==> src/rtl/mro_pkg.sv <==
// Shared constants, types and state codes for the maximal rectangle block.
package mro_pkg;

  localparam int MaxCols   = 256;
  localparam int MaxRows   = 256;
  localparam int ColW      = $clog2(MaxCols);
  localparam int CntW      = $clog2(MaxCols + 1);
  localparam int HgtW      = $clog2(MaxRows + 1);
  localparam int AreaW     = 17;
  localparam int ProdW     = HgtW + CntW;
  localparam int AreaLimit = (1 << AreaW) - 1;

  typedef enum logic [5:0] {
    S_IDLE = 6'b000001,
    S_UPD  = 6'b000010,
    S_RD   = 6'b000100,
    S_CMP  = 6'b001000,
    S_POP  = 6'b010000,
    S_FIN  = 6'b100000
  } state_t;

  // One stack entry: the leftmost column a bar extends to, and its height.
  typedef struct packed {
    logic [ColW-1:0] start;
    logic [HgtW-1:0] height;
  } stack_entry_t;

  // A popped bar handed to the area unit.
  typedef struct packed {
    logic            fire;
    logic [HgtW-1:0] height;
    logic [CntW-1:0] width;
  } pop_t;

endpackage

==> src/rtl/mro_height_mem.sv <==
// Column height memory with per-entry valid bits that all clear together on reset or clear.
module mro_height_mem (
  input  logic                      clk,
  input  logic                      rst,
  input  logic                      clear,
  input  logic                      wr_en,
  input  logic [mro_pkg::ColW-1:0]  wr_addr,
  input  logic [mro_pkg::HgtW-1:0]  wr_data,
  input  logic                      rd_en,
  input  logic [mro_pkg::ColW-1:0]  rd_addr,
  output logic [mro_pkg::HgtW-1:0]  rd_data
);

  logic [mro_pkg::HgtW-1:0] mem [mro_pkg::MaxCols];
  logic [mro_pkg::MaxCols-1:0] vld;
  logic [mro_pkg::HgtW-1:0] q;
  logic                     qv;

  always_ff @(posedge clk) begin
    if (wr_en) begin
      mem[wr_addr] <= wr_data;
    end
    if (rd_en) begin
      q <= mem[rd_addr];
    end
  end

  always_ff @(posedge clk) begin
    if (rst || clear) begin
      vld <= '0;
      qv  <= 1'b0;
    end else begin
      if (wr_en) begin
        vld[wr_addr] <= 1'b1;
      end
      if (rd_en) begin
        qv <= vld[rd_addr];
      end
    end
  end

  // An entry never written since the last clear reads as zero height.
  assign rd_data = qv ? q : '0;

endmodule

==> config.mk <==
export PLATFORM = sky130hd
export DESIGN_NAME = mro_height_mem
export DESIGN_NICKNAME = d
export VERILOG_FILES = /design/src/rtl/mro_pkg.sv /design/src/rtl/mro_height_mem.sv
export SDC_FILE = /design/constraint.sdc
export NUM_CORES = 2
export LEC_CHECK = 0
export BUFFER_PORTS_ARGS = -buffer_cell sky130_fd_sc_hd__buf_2
export CAP_MARGIN = 5
export CELL_PAD_IN_SITES_DETAIL_PLACEMENT = 0
export CELL_PAD_IN_SITES_GLOBAL_PLACEMENT = 1
export CORE_AREA = 2 2 474 523
export CTS_CLUSTER_DIAMETER = 100
export CTS_CLUSTER_SIZE = 24
export DETAILED_ROUTE_END_ITERATION = 10
export DIE_AREA = 0 0 476 525
export PLACE_DENSITY_LB_ADDON = 0.12
export SLEW_MARGIN = 20
export SYNTH_ARGS = -nofsm -noshare
export SYNTH_HDL_FRONTEND = slang
export SYNTH_SLANG_ARGS = --single-unit
==> constraint.sdc <==
create_clock -name clk -period 3.39 [get_ports clk]
set_clock_uncertainty 0.1 [all_clocks]
set_input_delay 0.5085 -clock clk [delete_from_list [all_inputs] [get_ports clk]]
set_output_delay 0.5085 -clock clk [all_outputs]
set_load 0.005 [all_outputs]
==> impl_metrics.tcl <==
set metrics [dict create \
    hold_class "input pin to flip-flop" \
    period_share 0.9727 \
    rsz0062_at_grt "no" \
    track_usage 0.2184 \
    syn-cell-area_um2 97520 \
    fin_crit_ns 3.298 \
    p_per_area_nw_per_um2 498.0 \
    maxCapViolCount 0 \
    multiInputGateArea_um2 21670 \
    place_congestion 0.8258 \
    post-route-util 0.4496 \
    max_slew_margin 0.3214 \
    syn_to_final_growth_pct 12.92 \
    finalSetupViolCount 0 \
    grt.overflow.total 0 \
    syn-num-nets 4743 \
    r2r_setup_slack_ns 0.22 \
    rr_startpoint "mem[183][6]" \
    synth_warnings 0 \
    synth_cells 4713 \
    start_util 0.3981 \
    met3_length_um 14680 \
    tightestPinTransition_ns 1.009 \
    finalWirelength_um 272100 \
    avgRoutedWirePerCell_um 31.69 \
    p_leak_nw 34.27 \
    routed_via_density 5.660 \
    hp-start "wr_data[3]" \
    layout_common_cells "edfxtp_1 (2313), mux4_2 (637), buf_4 (539)" \
    fin_cells 8589 \
    port_buffers 38 \
    ios 39 \
    synth_mux_area_frac 0.1486 \
    reg2reg_to "q[6]" \
    drc 0 \
    drtIter0Drc 5070 \
    finalHoldViolCount 0 \
    met1_length_um 116500 \
    antenna_found_initial 18 \
    synth_edf_count 2313 \
    htreeDepth 3 \
    fillers 20860 \
    min_to "mem[124][3]" \
    clock_latency_ns 0.85 \
    clock-root-buffer "clkbuf_16" \
    synthFlopType "edfxtp_1" \
    topRoutingLayerUsed "met5" \
    crit_type "input pin to flip-flop" \
    final_layout_size_suffix_gt1_frac 0.2763 \
    grt_start_max_net_pins 141 \
    vias 48610 \
    synth-simple-area-share 0.02000 \
    async_flop_share 0 \
    tritoncts "done" \
    rows 191 \
    start_kind "input pin" \
    reg2reg_depth 7 \
    max-clock-path-buffers 3 \
    end_kind "flip-flop" \
    ys_seq_area_frac 0.7650 \
    worstPathRequired_ns 3.87 \
    cts.sinks 2570 \
    dieArea_um2 249900 \
    cts.clk_slew.worst_paths_ns 0.10 \
    final_max_slew_viol_count 0 \
    die_w_um 476 \
    holdPathStages 1 \
    outcome "finished clean" \
    nets 5233 \
    synth_compound_area_frac 0.05267 \
    post-dp-hpwl_um 177700 \
    numCtsBuffers 118 \
    avgSynthCellArea_um2 20.69 \
    max_freq_mhz 303.3 \
    core-area_um2 245000 \
    synth_top_family_by_area "multiplexers" \
    ys_ff_latch 2570 \
    synth_fa_ha_area_frac 0 \
    path_max_fanout 34 \
    synth-xor-area-share 0 \
    peakVddDrop_v 0.0004638 \
    wl_met2_um 133800 \
    grt_pass1_vias 49430 \
    synthDistinctLibCells 48 \
    power.total_w 0.05484 \
    drt-pass1-iter-count 5 \
    critPathArrivalTime_ns 3.78 \
    antenna_left 0 \
    post-cts-setup-buffer-count 0 \
    grt_pass1_wl_um 386200 \
    ff_latch_area_um2 74600 \
    final_common_cell "edfxtp_1" \
    die_h_um 525 \
    dp_cells 8360 \
]
-- layer usage --
metal	vias up	global-route usage
li1	20530	-
met1	26540	0.3071
met2	1275	0.3572
met3	266	0.03174
met4	6	0.05765
met5	-	0
-- cell usage after synthesis, types with 4 or more instances --
cell	n	area share
nand2_1	34	0.0013
and2_1	10	0.00064
mux2_2	7	0.00081
nor2_1	296	0.011
or2_1	9	0.00058
buf_2	53	0.0027
dfxtp_1	257	0.053
clkbuf_1	194	0.0075
o21ai_0	8	0.00041
a21oi_1	149	0.0076
nand3_1	24	0.0012
inv_1	5	0.00019
nor4_1	37	0.0024
mux2i_1	7	0.00072
o21a_1	240	0.018
buf_1	26	0.0010
nor2b_1	12	0.00077
edfxtp_1	2313	0.71
nand2b_1	6	0.00038
buf_6	5	0.00058
mux4_2	637	0.15
buf_4	22	0.0017
a22oi_1	288	0.022
a2111oi_0	4	0.00036
nand4_1	10	0.00064
o22ai_1	23	0.0015
or2_2	4	0.00026
-- what timing repair did --
action / in CTS / in global routing
endpoints found under the hold margin: 71 / 0
gates resized for setup: 1 / 0
hold buffers: 3 / 0
setup endpoints to repair: 1 / 0
-- cell families (layout without fill, tap and decap cells) --
kind of cell / count (synthesis) / after routing
muxes: 651 / 651
other: 0 / 3
and+or+nand+nor: 448 / 448
DFF: 2570 / 2570
AOI/OAI and AO/OA: 737 / 737
buffers and inverters: 307 / 899
-- critical path, stage by stage --
cell     delay [ns]
buf_8          0.12
buf_12         0.22
buf_12         0.31
mux4_2         0.56
a22oi_1        0.25
a21oi_1        0.21
nor4_1         0.76
buf_4          0.25
o22ai_1        0.20
or2_1          0.31
-- through the flow --
step / area, µm² / setup slack (ns) / hold slack (ns) / TNS [ns]
5_1_grt: 110100 / 0.04922 / 0.007418 / 0
3_3_place_gp: 106500 / -1.268 / 0.3409 / -6.355
3_5_place_dp: 106500 / -0.9320 / 0.3478 / -5.669
6_report: 110100 / 0.09248 / 0.01943 / 0
4_1_cts: 110100 / 0.09950 / 0.01278 / 0
2_1_floorplan: 97520 / 0.6185 / 0.3330 / 0
-- layout make-up --
class	instances	share of cell area
clock buffers	212	0.03098
repair buffers	670	0.05617
inverters	7	0.0002386
well taps	3281	0.03728
multi-input cells	1836	0.1968
flip-flops and latches	2570	0.6774
clock inverters	10	0.001034
diodes	3	0.00006817
-- report_power, final --
part,internal [W],total (W),switching (W)
logic,0.00130,0.00344,0.00214
clock network,0.00697,0.0169,0.00989
registers,0.0345,0.0345,0.0000276
total,0.0428,0.0548,0.0121
-- state kept, by name (all words and copies together) (netlist names) --
register and flops:
mem 2304, vld 256, q 9, qv 1
-- how the worst max path moves through the flow --
stage	startpoint	to	slack, ns	depth (start not counted)
floorplan	rd_addr[1]	q[0]	0.62	9
global placement	rd_addr[0]	q[0]	-1.27	10
detailed placement	rd_addr[0]	q[4]	-0.93	11
CTS	rd_addr[0]	q[6]	0.1	10
global route	rd_addr[0]	q[2]	0.05	9
finish	rd_addr[0]	q[6]	0.09	10
(Power assumes the default switching activity.)
