[src/rtl/mro_pkg.sv]
// Shared constants, types and state codes for the maximal rectangle block.
package mro_pkg;

  localparam int MaxCols   = 256;
  localparam int MaxRows   = 256;
  localparam int ColW      = $clog2(MaxCols);
  localparam int CntW      = $clog2(MaxCols + 1);
  localparam int HgtW      = $clog2(MaxRows + 1);
  localparam int AreaW     = 17;
  localparam int ProdW     = HgtW + CntW;
  localparam int AreaLimit = (1 << AreaW) - 1;

  typedef enum logic [5:0] {
    S_IDLE = 6'b000001,
    S_UPD  = 6'b000010,
    S_RD   = 6'b000100,
    S_CMP  = 6'b001000,
    S_POP  = 6'b010000,
    S_FIN  = 6'b100000
  } state_t;

  // One stack entry: the leftmost column a bar extends to, and its height.
  typedef struct packed {
    logic [ColW-1:0] start;
    logic [HgtW-1:0] height;
  } stack_entry_t;

  // A popped bar handed to the area unit.
  typedef struct packed {
    logic            fire;
    logic [HgtW-1:0] height;
    logic [CntW-1:0] width;
  } pop_t;

endpackage

[src/rtl/mro_area_unit.sv]
// Shared multiplier that turns each popped bar into an area and keeps the best.
module mro_area_unit (
  input  logic                        clk,
  input  logic                        rst,
  input  logic                        clear,
  input  mro_pkg::pop_t               pop,
  output logic [mro_pkg::AreaW-1:0]   best_next
);

  logic [mro_pkg::ProdW-1:0] prod;
  logic                      prod_v;
  logic [mro_pkg::AreaW-1:0] best;
  logic [mro_pkg::AreaW-1:0] sat;

  always_ff @(posedge clk) begin
    if (pop.fire) begin
      prod <= mro_pkg::ProdW'(pop.height) * mro_pkg::ProdW'(pop.width);
    end
  end

  always_comb begin
    if (prod > mro_pkg::ProdW'(mro_pkg::AreaLimit)) begin
      sat = mro_pkg::AreaW'(mro_pkg::AreaLimit);
    end else begin
      sat = prod[mro_pkg::AreaW-1:0];
    end
    best_next = (prod_v && (sat > best)) ? sat : best;
  end

  always_ff @(posedge clk) begin
    if (rst || clear) begin
      prod_v <= 1'b0;
      best   <= '0;
    end else begin
      prod_v <= pop.fire;
      best   <= best_next;
    end
  end

endmodule

[config.mk]
export PLATFORM = sky130hd
export DESIGN_NAME = mro_area_unit
export DESIGN_NICKNAME = d
export VERILOG_FILES = /design/src/rtl/mro_pkg.sv /design/src/rtl/mro_area_unit.sv
export SDC_FILE = /design/constraint.sdc
export NUM_CORES = 1
export LEC_CHECK = 0
export ABC_AREA = 1
export BUFFER_PORTS_ARGS = -buffer_cell sky130_fd_sc_hd__buf_2
export CAP_MARGIN = 30
export CORE_MARGIN = 1.5
export CORE_UTILIZATION = 47
export CTS_CLUSTER_DIAMETER = 100
export DETAILED_ROUTE_END_ITERATION = 10
export PLACE_DENSITY = 0.65
export RECOVER_POWER = 25
export SETUP_SLACK_MARGIN = 0.1
export SLEW_MARGIN = 20
export SYNTH_ARGS = -nofsm -noshare
export SYNTH_HDL_FRONTEND = slang
export SYNTH_SLANG_ARGS = --single-unit
[constraint.sdc]
create_clock -name clk -period 7.3 [get_ports clk]
set_input_delay 0.365 -clock clk [delete_from_list [all_inputs] [get_ports clk]]
set_output_delay 0.365 -clock clk [all_outputs]
set_load 0.05 [all_outputs]
==> metrics.yaml, run 1 <==
status: "finished clean"
synth_cells: 635
clk_root_buffer_cell: "clkbuf_8"
synth.area.top_cells: "fa_1 21%, ha_1 14%, inv_1 14%"
grtUsageMet1_pct: 22.0
ir_worst_vdd_uv: 105
drt-vias-per-instance: 4.61
fp.coreArea_sq_um: 9820
skew_ps: 8.16
htreeDepth: 2
tritoncts: "done"
cts_num_sinks: 36
die_x_um: 104
critPathArrivalTime_ps: 4340
min_path_type: "input port to flip-flop"
yosys.cell_count.top_type: "inv_1"
met3_usage_pct: 1.82
grt_pass1_vias: 3630
drt_iter0_drc: 123
rsz0062_at_grt: "no"
postSynthAreaPerCell_sq_um: 7.54
met2_usage_pct: 32.1
grt_max_degree: 20
antenna_found_initial: 0
grt_pass1_wl_um: 15700
clock.fmax_mhz: 233
hold_buffers: 0
worstPathRequired_ps: 7340
cts_setup_buffers: 0
cts.reportedPaths.clkPinSlew_ps: 70
netlist_area_sq_um: 4790
path_class: "input port to flip-flop"
num_vias: 3631
ys_warn_count: 0
min_period_over_period_pct: 58.8
drive_above_1_share_pct: 13.9
finalWorstSetupSlack_ps: 3000
seq_area_frac_synth_pct: 18.8
dp_hpwl_um: 7450
cts_resized: 0
setup_tns_ps: 0
syn_nets: 762
start_util_pct: 48.8
synth_flop_cell: "edfxtp_1"
hold_slack_ps: 514
power_mw: 1.28
io_pins: 39
ys_seq_elements: 36
synth_edf_count: 18
postRouteAntennaNets: 0
cp_max_fo: 9
place.gp.congestion: 0.862
rows: 36
die-area_sq_um: 10800
powerDensity_nw_per_um2: 252
wl_per_cell_um: 11.3
cts_buffers: 5
setup_viol: 0
ys_types: 35
nets: 781
portBuffers: 38
async_reset_ff_share_pct: 0
syn_to_final_growth_pct: 6.25
busiest_layer: "met2"
dr.pass1.iters: 4
preCtsSetupSlack_ps: 2880
gr-total-overflow: 0
fin_crit_ps: 4300
yosysTopAreaCellShare_pct: 20.9
p_leak_nw: 3.03
ctsLongestPathBuffers: 2
drv_cap: 0
diodes: 0
synth_area_leader_cell: "fa_1"
worst_setup_path_end_kind: "flip-flop"
synth_common_cells: "179 x inv_1, 132 x nand2_1, 55 x ha_1, 50 x fa_1, 41 x nor2_1"
die_height_um: 104
grt_use_total_pct: 17.6
hold_violations: 0
startpoint_type: "input port"
slew_viol_final: 0
drt_wl_total_um: 8890
tightest_slew_ps: 904
maxSlewHeadroom_pct: 39.7
insertion_delay_ps: 290
n_fill_cell: 1012
drc_errors: 0
-- flip-flops by register name (all words and copies together), names as in the netlist --
name,count
prod_v,1
prod,18
best,17
-- worst paths after layout --
check | start | to | slack, ps | cells past startpoint
max | pop[9] | prod[13]$_DFFE_PP_ | 3000 | 15
min | pop[0] | prod[0]$_DFFE_PP_ | 510 | 3
max reg2reg | prod[17]$_DFFE_PP_ | best[16]$_SDFF_PP0_ | 4580 | 11
min reg2reg | best[5]$_SDFF_PP0_ | best[5]$_SDFF_PP0_ | 560 | 4
-- logic make-up after synthesis --
| logic type | synth area share [%] |
|---|---|
| flip-flops | 18.8 |
| XOR/XNOR | 2.01 |
| AND/OR/NAND/NOR | 22.5 |
| AO/OA/AOI/OAI | 3.19 |
| adder cells (fa/ha/maj) | 35.3 |
| buffers and inverters | 18.2 |
-- cell type report --
cell class	count	area [sq um]	share of cell area [%]
Sequential cell	36	901	17.7
Clock buffer	5	68.8	1.35
Clock inverter	3	42.5	0.836
Multi-Input combinational cell	385	3010	59.3
Timing Repair Buffer	38	188	3.69
Inverter	188	706	13.9
Tap cell	133	166	3.27
-- routing by layer --
metal  vias up  routed length [um]
li1       1875                   -
met1      1662                4110
met2        76                4310
met3        18                 257
met4         0                 216
met5         -                   0
-- power by group --
part	switching (mW)	leakage, nW	internal, mW
combinational	0.496	2.66	0.306
clock	0.0751	0.0541	0.101
sequential	0.0139	0.321	0.292
-- cells in the final DEF (no fill, tap or decap), drive strengths merged --
master    synthesis  routed
a21oi            16      16
o21ai             4       4
nand3            26      26
nor3              3       3
and2              1       1
xor2              4       4
nand3b            2       2
clkinv            0       1
fa               50      50
a211oi            1       1
a21o              2       2
bufinv            0       1
nor2             52      52
dfxtp            18      18
clkbuf           19       7
nand2           156     156
clkinvlp          0       1
a31oi             1       1
nand4             1       1
or2               1       1
buf               7      36
inv             188     188
xnor2             7       7
a21boi            2       2
edfxtp           18      18
ha               55      55
o21a              1       1
-- worst max-delay path, cell delays in order --
cell	delay, ps
clkbuf_1	310
nand2_1	140
fa_1	520
fa_1	540
inv_1	50
fa_1	520
inv_1	50
fa_1	520
inv_1	40
ha_1	360
a21oi_1	200
a21boi_0	380
nor3_1	110
nor2_1	150
xnor2_1	70
-- per-stage QoR --
| step | utilization, % | area [sq um] | cells |
|---|---|---|---|
| final | 51.8 | 5090 | 788 |
| after global routing | 51.8 | 5090 | 788 |
| after CTS | 51.8 | 5090 | 788 |
| after detailed placement | 50.7 | 4980 | 780 |
| after global placement | 50.7 | 4980 | 780 |
| after floorplan | - | 4790 | 635 |
Power figures use the tool's default switching activity.
==> run 2: changes to the inputs <==
Settings changed: ABC_AREA 1 to 0, PLACE_DENSITY 0.65 to 0.68.
Clock period 7.3 ns to 3.75 ns, I/O delays scaled along.
==> run 2 against run 1 <==
Net effect: the run now ends with design-rule violations left; setup slack got worse by 3000 ps; routed wire length decreased by 2.9%; critical path depth up 2; sequential cell count unchanged; utilization increased by 10 points; die area is 8.9% lower; hold slack lost 79 ps; design area up 7.8%; clock power grew 97%; register-to-register slack worse by 4100 ps; largest power group unchanged.
==> metrics.yaml, run 2 <==
setup_viol: 0
power_mw: 3.06
place.gp.congestion: 0.838
crit_top_cell: "fa_1"
portBuffers: 38
rr_startpoint: "prod[17]$_DFFE_PP_"
tritoncts: "done"
grt_use_total_pct: 18.5
synth_cells: 461
io_pins: 39
ctsLongestPathBuffers: 2
start_util_pct: 49.1
top_register: "prod"
path_cells: "buf_8 -> and2_4 -> fa_1 -> inv_2 -> fa_1 -> inv_1 -> fa_1 -> inv_1 -> fa_1 -> inv_2 -> ha_4 -> o21ai_4 -> inv_2 -> a211oi_4 -> nor2_2 -> a21o_1 -> xor2_1"
die-area_sq_um: 9830
min_period_over_period_pct: 99.5
die_height_um: 99.2
worstPathRequired_ps: 3780
clock.fmax_mhz: 268
antenna_found_initial: 0
post_dp_cell_area_sq_um: 5080
tightest_slew_ps: 922
maxSlewHeadroom_pct: 38.5
worst_setup_path_end_kind: "flip-flop"
hold_slack_ps: 435
dr.pass1.iters: 7
postSynthAreaPerCell_sq_um: 9.43
insertion_delay_ps: 290
grt_pass1_vias: 3475
ys_seq_elements: 36
comb_power_share_pct: 69.6
cp_max_fo: 5
critPathBufInv: 6
startpoint_type: "input port"
fin_crit_ps: 3730
synth_common_cells: "92 x inv_1, 55 x ha_1, 50 x and2_1, 50 x fa_1, 38 x nand2_1"
status: "finished with violations"
netlist_area_sq_um: 4350
cts_buffers: 5
synth_edf_count: 18
nets: 682
cp_top_family: "adder cells"
yosysTopAreaCellShare_pct: 23.0
hold_violations: 0
cts_num_sinks: 36
seqPwrFrac_pct: 19.0
rows: 34
async_reset_ff_share_pct: 0
final_cell_mix: "88 x inv_1, 63 x buf_4, 47 x ha_1"
synth_flop_cell: "edfxtp_1"
yosys.cell_count.top_type: "inv_1"
min_path_type: "input port to flip-flop"
syn_to_final_growth_pct: 26.2
fp.coreArea_sq_um: 8850
preCtsSetupSlack_ps: -478
p_int_mw: 1.82
path_class: "input port to flip-flop"
final_area_sq_um: 5490
mostFrequentLayoutCell: "inv_1"
slew_viol_final: 0
hold_start: "pop[9]"
drc_errors: 1
syn_nets: 588
p_switching_mw: 1.25
ir_worst_vdd_uv: 248
ys_warn_count: 0
switching_share_pct: 40.8
setup_tns_ps: 0
p_leak_nw: 2.65
wl_per_cell_um: 13.0
crit_path_top_delay_cell: "fa_1"
worstSetupStartpoint: "pop[3]"
reg_top3: "prod: 18 flops, best: 17 flops, prod_v: 1 flops"
htreeDepth: 2
rsz0062_at_grt: "yes"
cts.reportedPaths.clkPinSlew_ps: 80
clk_root_buffer_cell: "clkbuf_8"
drt-vias-per-instance: 4.90
ys_types: 38
largest_register_ffs: 18
skew_ps: 10.2
finalWorstSetupSlack_ps: 18.8
synth_area_leader_cell: "fa_1"
num_vias: 3253
diodes: 0
drt_wl_total_um: 8640
drv_cap: 0
hold_buffers: 0
grt_pass1_wl_um: 14800
seq_area_frac_synth_pct: 20.7
dp_hpwl_um: 7320
slowest_delay_ps: 560
critPathArrivalTime_ps: 3760
synth.area.top_cells: "fa_1 23%, ha_1 16%, edfxtp_1 12%"
p_clk_share_pct: 11.3
powerDensity_nw_per_um2: 559
die_x_um: 99.2
postRouteAntennaNets: 0
grt_max_degree: 20
drive_above_1_share_pct: 29.5
drt_iter0_drc: 59
violations: "design-rule violations"
gr-total-overflow: 0
[run 2: changes by cell type after synthesis, sizes merged, moves of 16 or more]
cell,before,now
or2,1,17
nor2,52,15
inv,188,92
mux2,0,16
nand3,26,5
nor2b,0,19
nand2,156,38
and2,1,50
[run 2: power groups by stage]
stage / Sequential, mW / Combinational, mW / Clock (mW)
finish: 0.583 / 2.13 / 0.347
global route: 0.590 / 2.38 / 0.376
CTS: 0.586 / 2.03 / 0.356
detailed placement: 0.597 / 1.83 / 0
global placement: 0.593 / 1.77 / 0
floorplan: 0.586 / 1.31 / 0
[run 2: kinds of logic (layout without fill, tap and decap cells)]
logic type | Yosys count | in the layout | synth area share [%]
simple gates | 153 | 153 | 18.8
fa+ha+maj | 105 | 105 | 38.9
buf+inv | 101 | 196 | 9.07
compound gates | 40 | 40 | 5.79
flops | 36 | 36 | 20.7
mux | 16 | 16 | 4.75
xor+xnor | 10 | 10 | 2.01
[run 2: path summary, 6_finish.rpt]
kind                    endpoint  slack [ps]  depth (start not counted)
max           prod[15]$_DFFE_PP_          20                         17
min            prod[0]$_DFFE_PP_         440                          3
max reg2reg  best[16]$_SDFF_PP0_         530                         10
min reg2reg   best[0]$_SDFF_PP0_         570                          2
[run 2: final cells by class]
class / instances / area (sq um)
timing repair buffer: 96 / 704
tap: 108 / 135
fill: 758 / 3360
clock buffer: 5 / 68.8
multi-input combinational: 324 / 3280
sequential: 36 / 901
clock inverter: 3 / 46.3
inverter: 92 / 345
[run 2: metal layers]
metal | routed length (um) | GRT usage, %
met5 | 0 | 0
met2 | 4520 | 34.7
met3 | 221 | 1.62
met1 | 3790 | 22.6
met4 | 106 | 5.42
[run 2: through the flow]
| stage | instances | util, % |
|---|---|---|
| 2_1_floorplan | 461 | - |
| 3_3_place_gp | 647 | 57.4 |
| 3_5_place_dp | 647 | 57.4 |
| 4_1_cts | 660 | 60.3 |
| 5_1_grt | 664 | 62.0 |
| 6_report | 664 | 62.0 |
[run 2: worst register-to-register path, delay by kind of cell, from the launching register on]
family	cells	cell delay, ps
AND/OR/NAND/NOR	4	1210
flip-flops	1	390
adder cells (fa/ha/maj)	1	310
AO/OA/AOI/OAI	2	460
multiplexers	1	370
buffers and inverters	2	350
[run 2: repair_timing]
item | CTS | global route
pin swaps | 15 | 9
setup endpoints to repair | 20 | 22
resized for setup | 29 | 42
buffers inserted | 5 | 3
gates cloned | 0 | 1
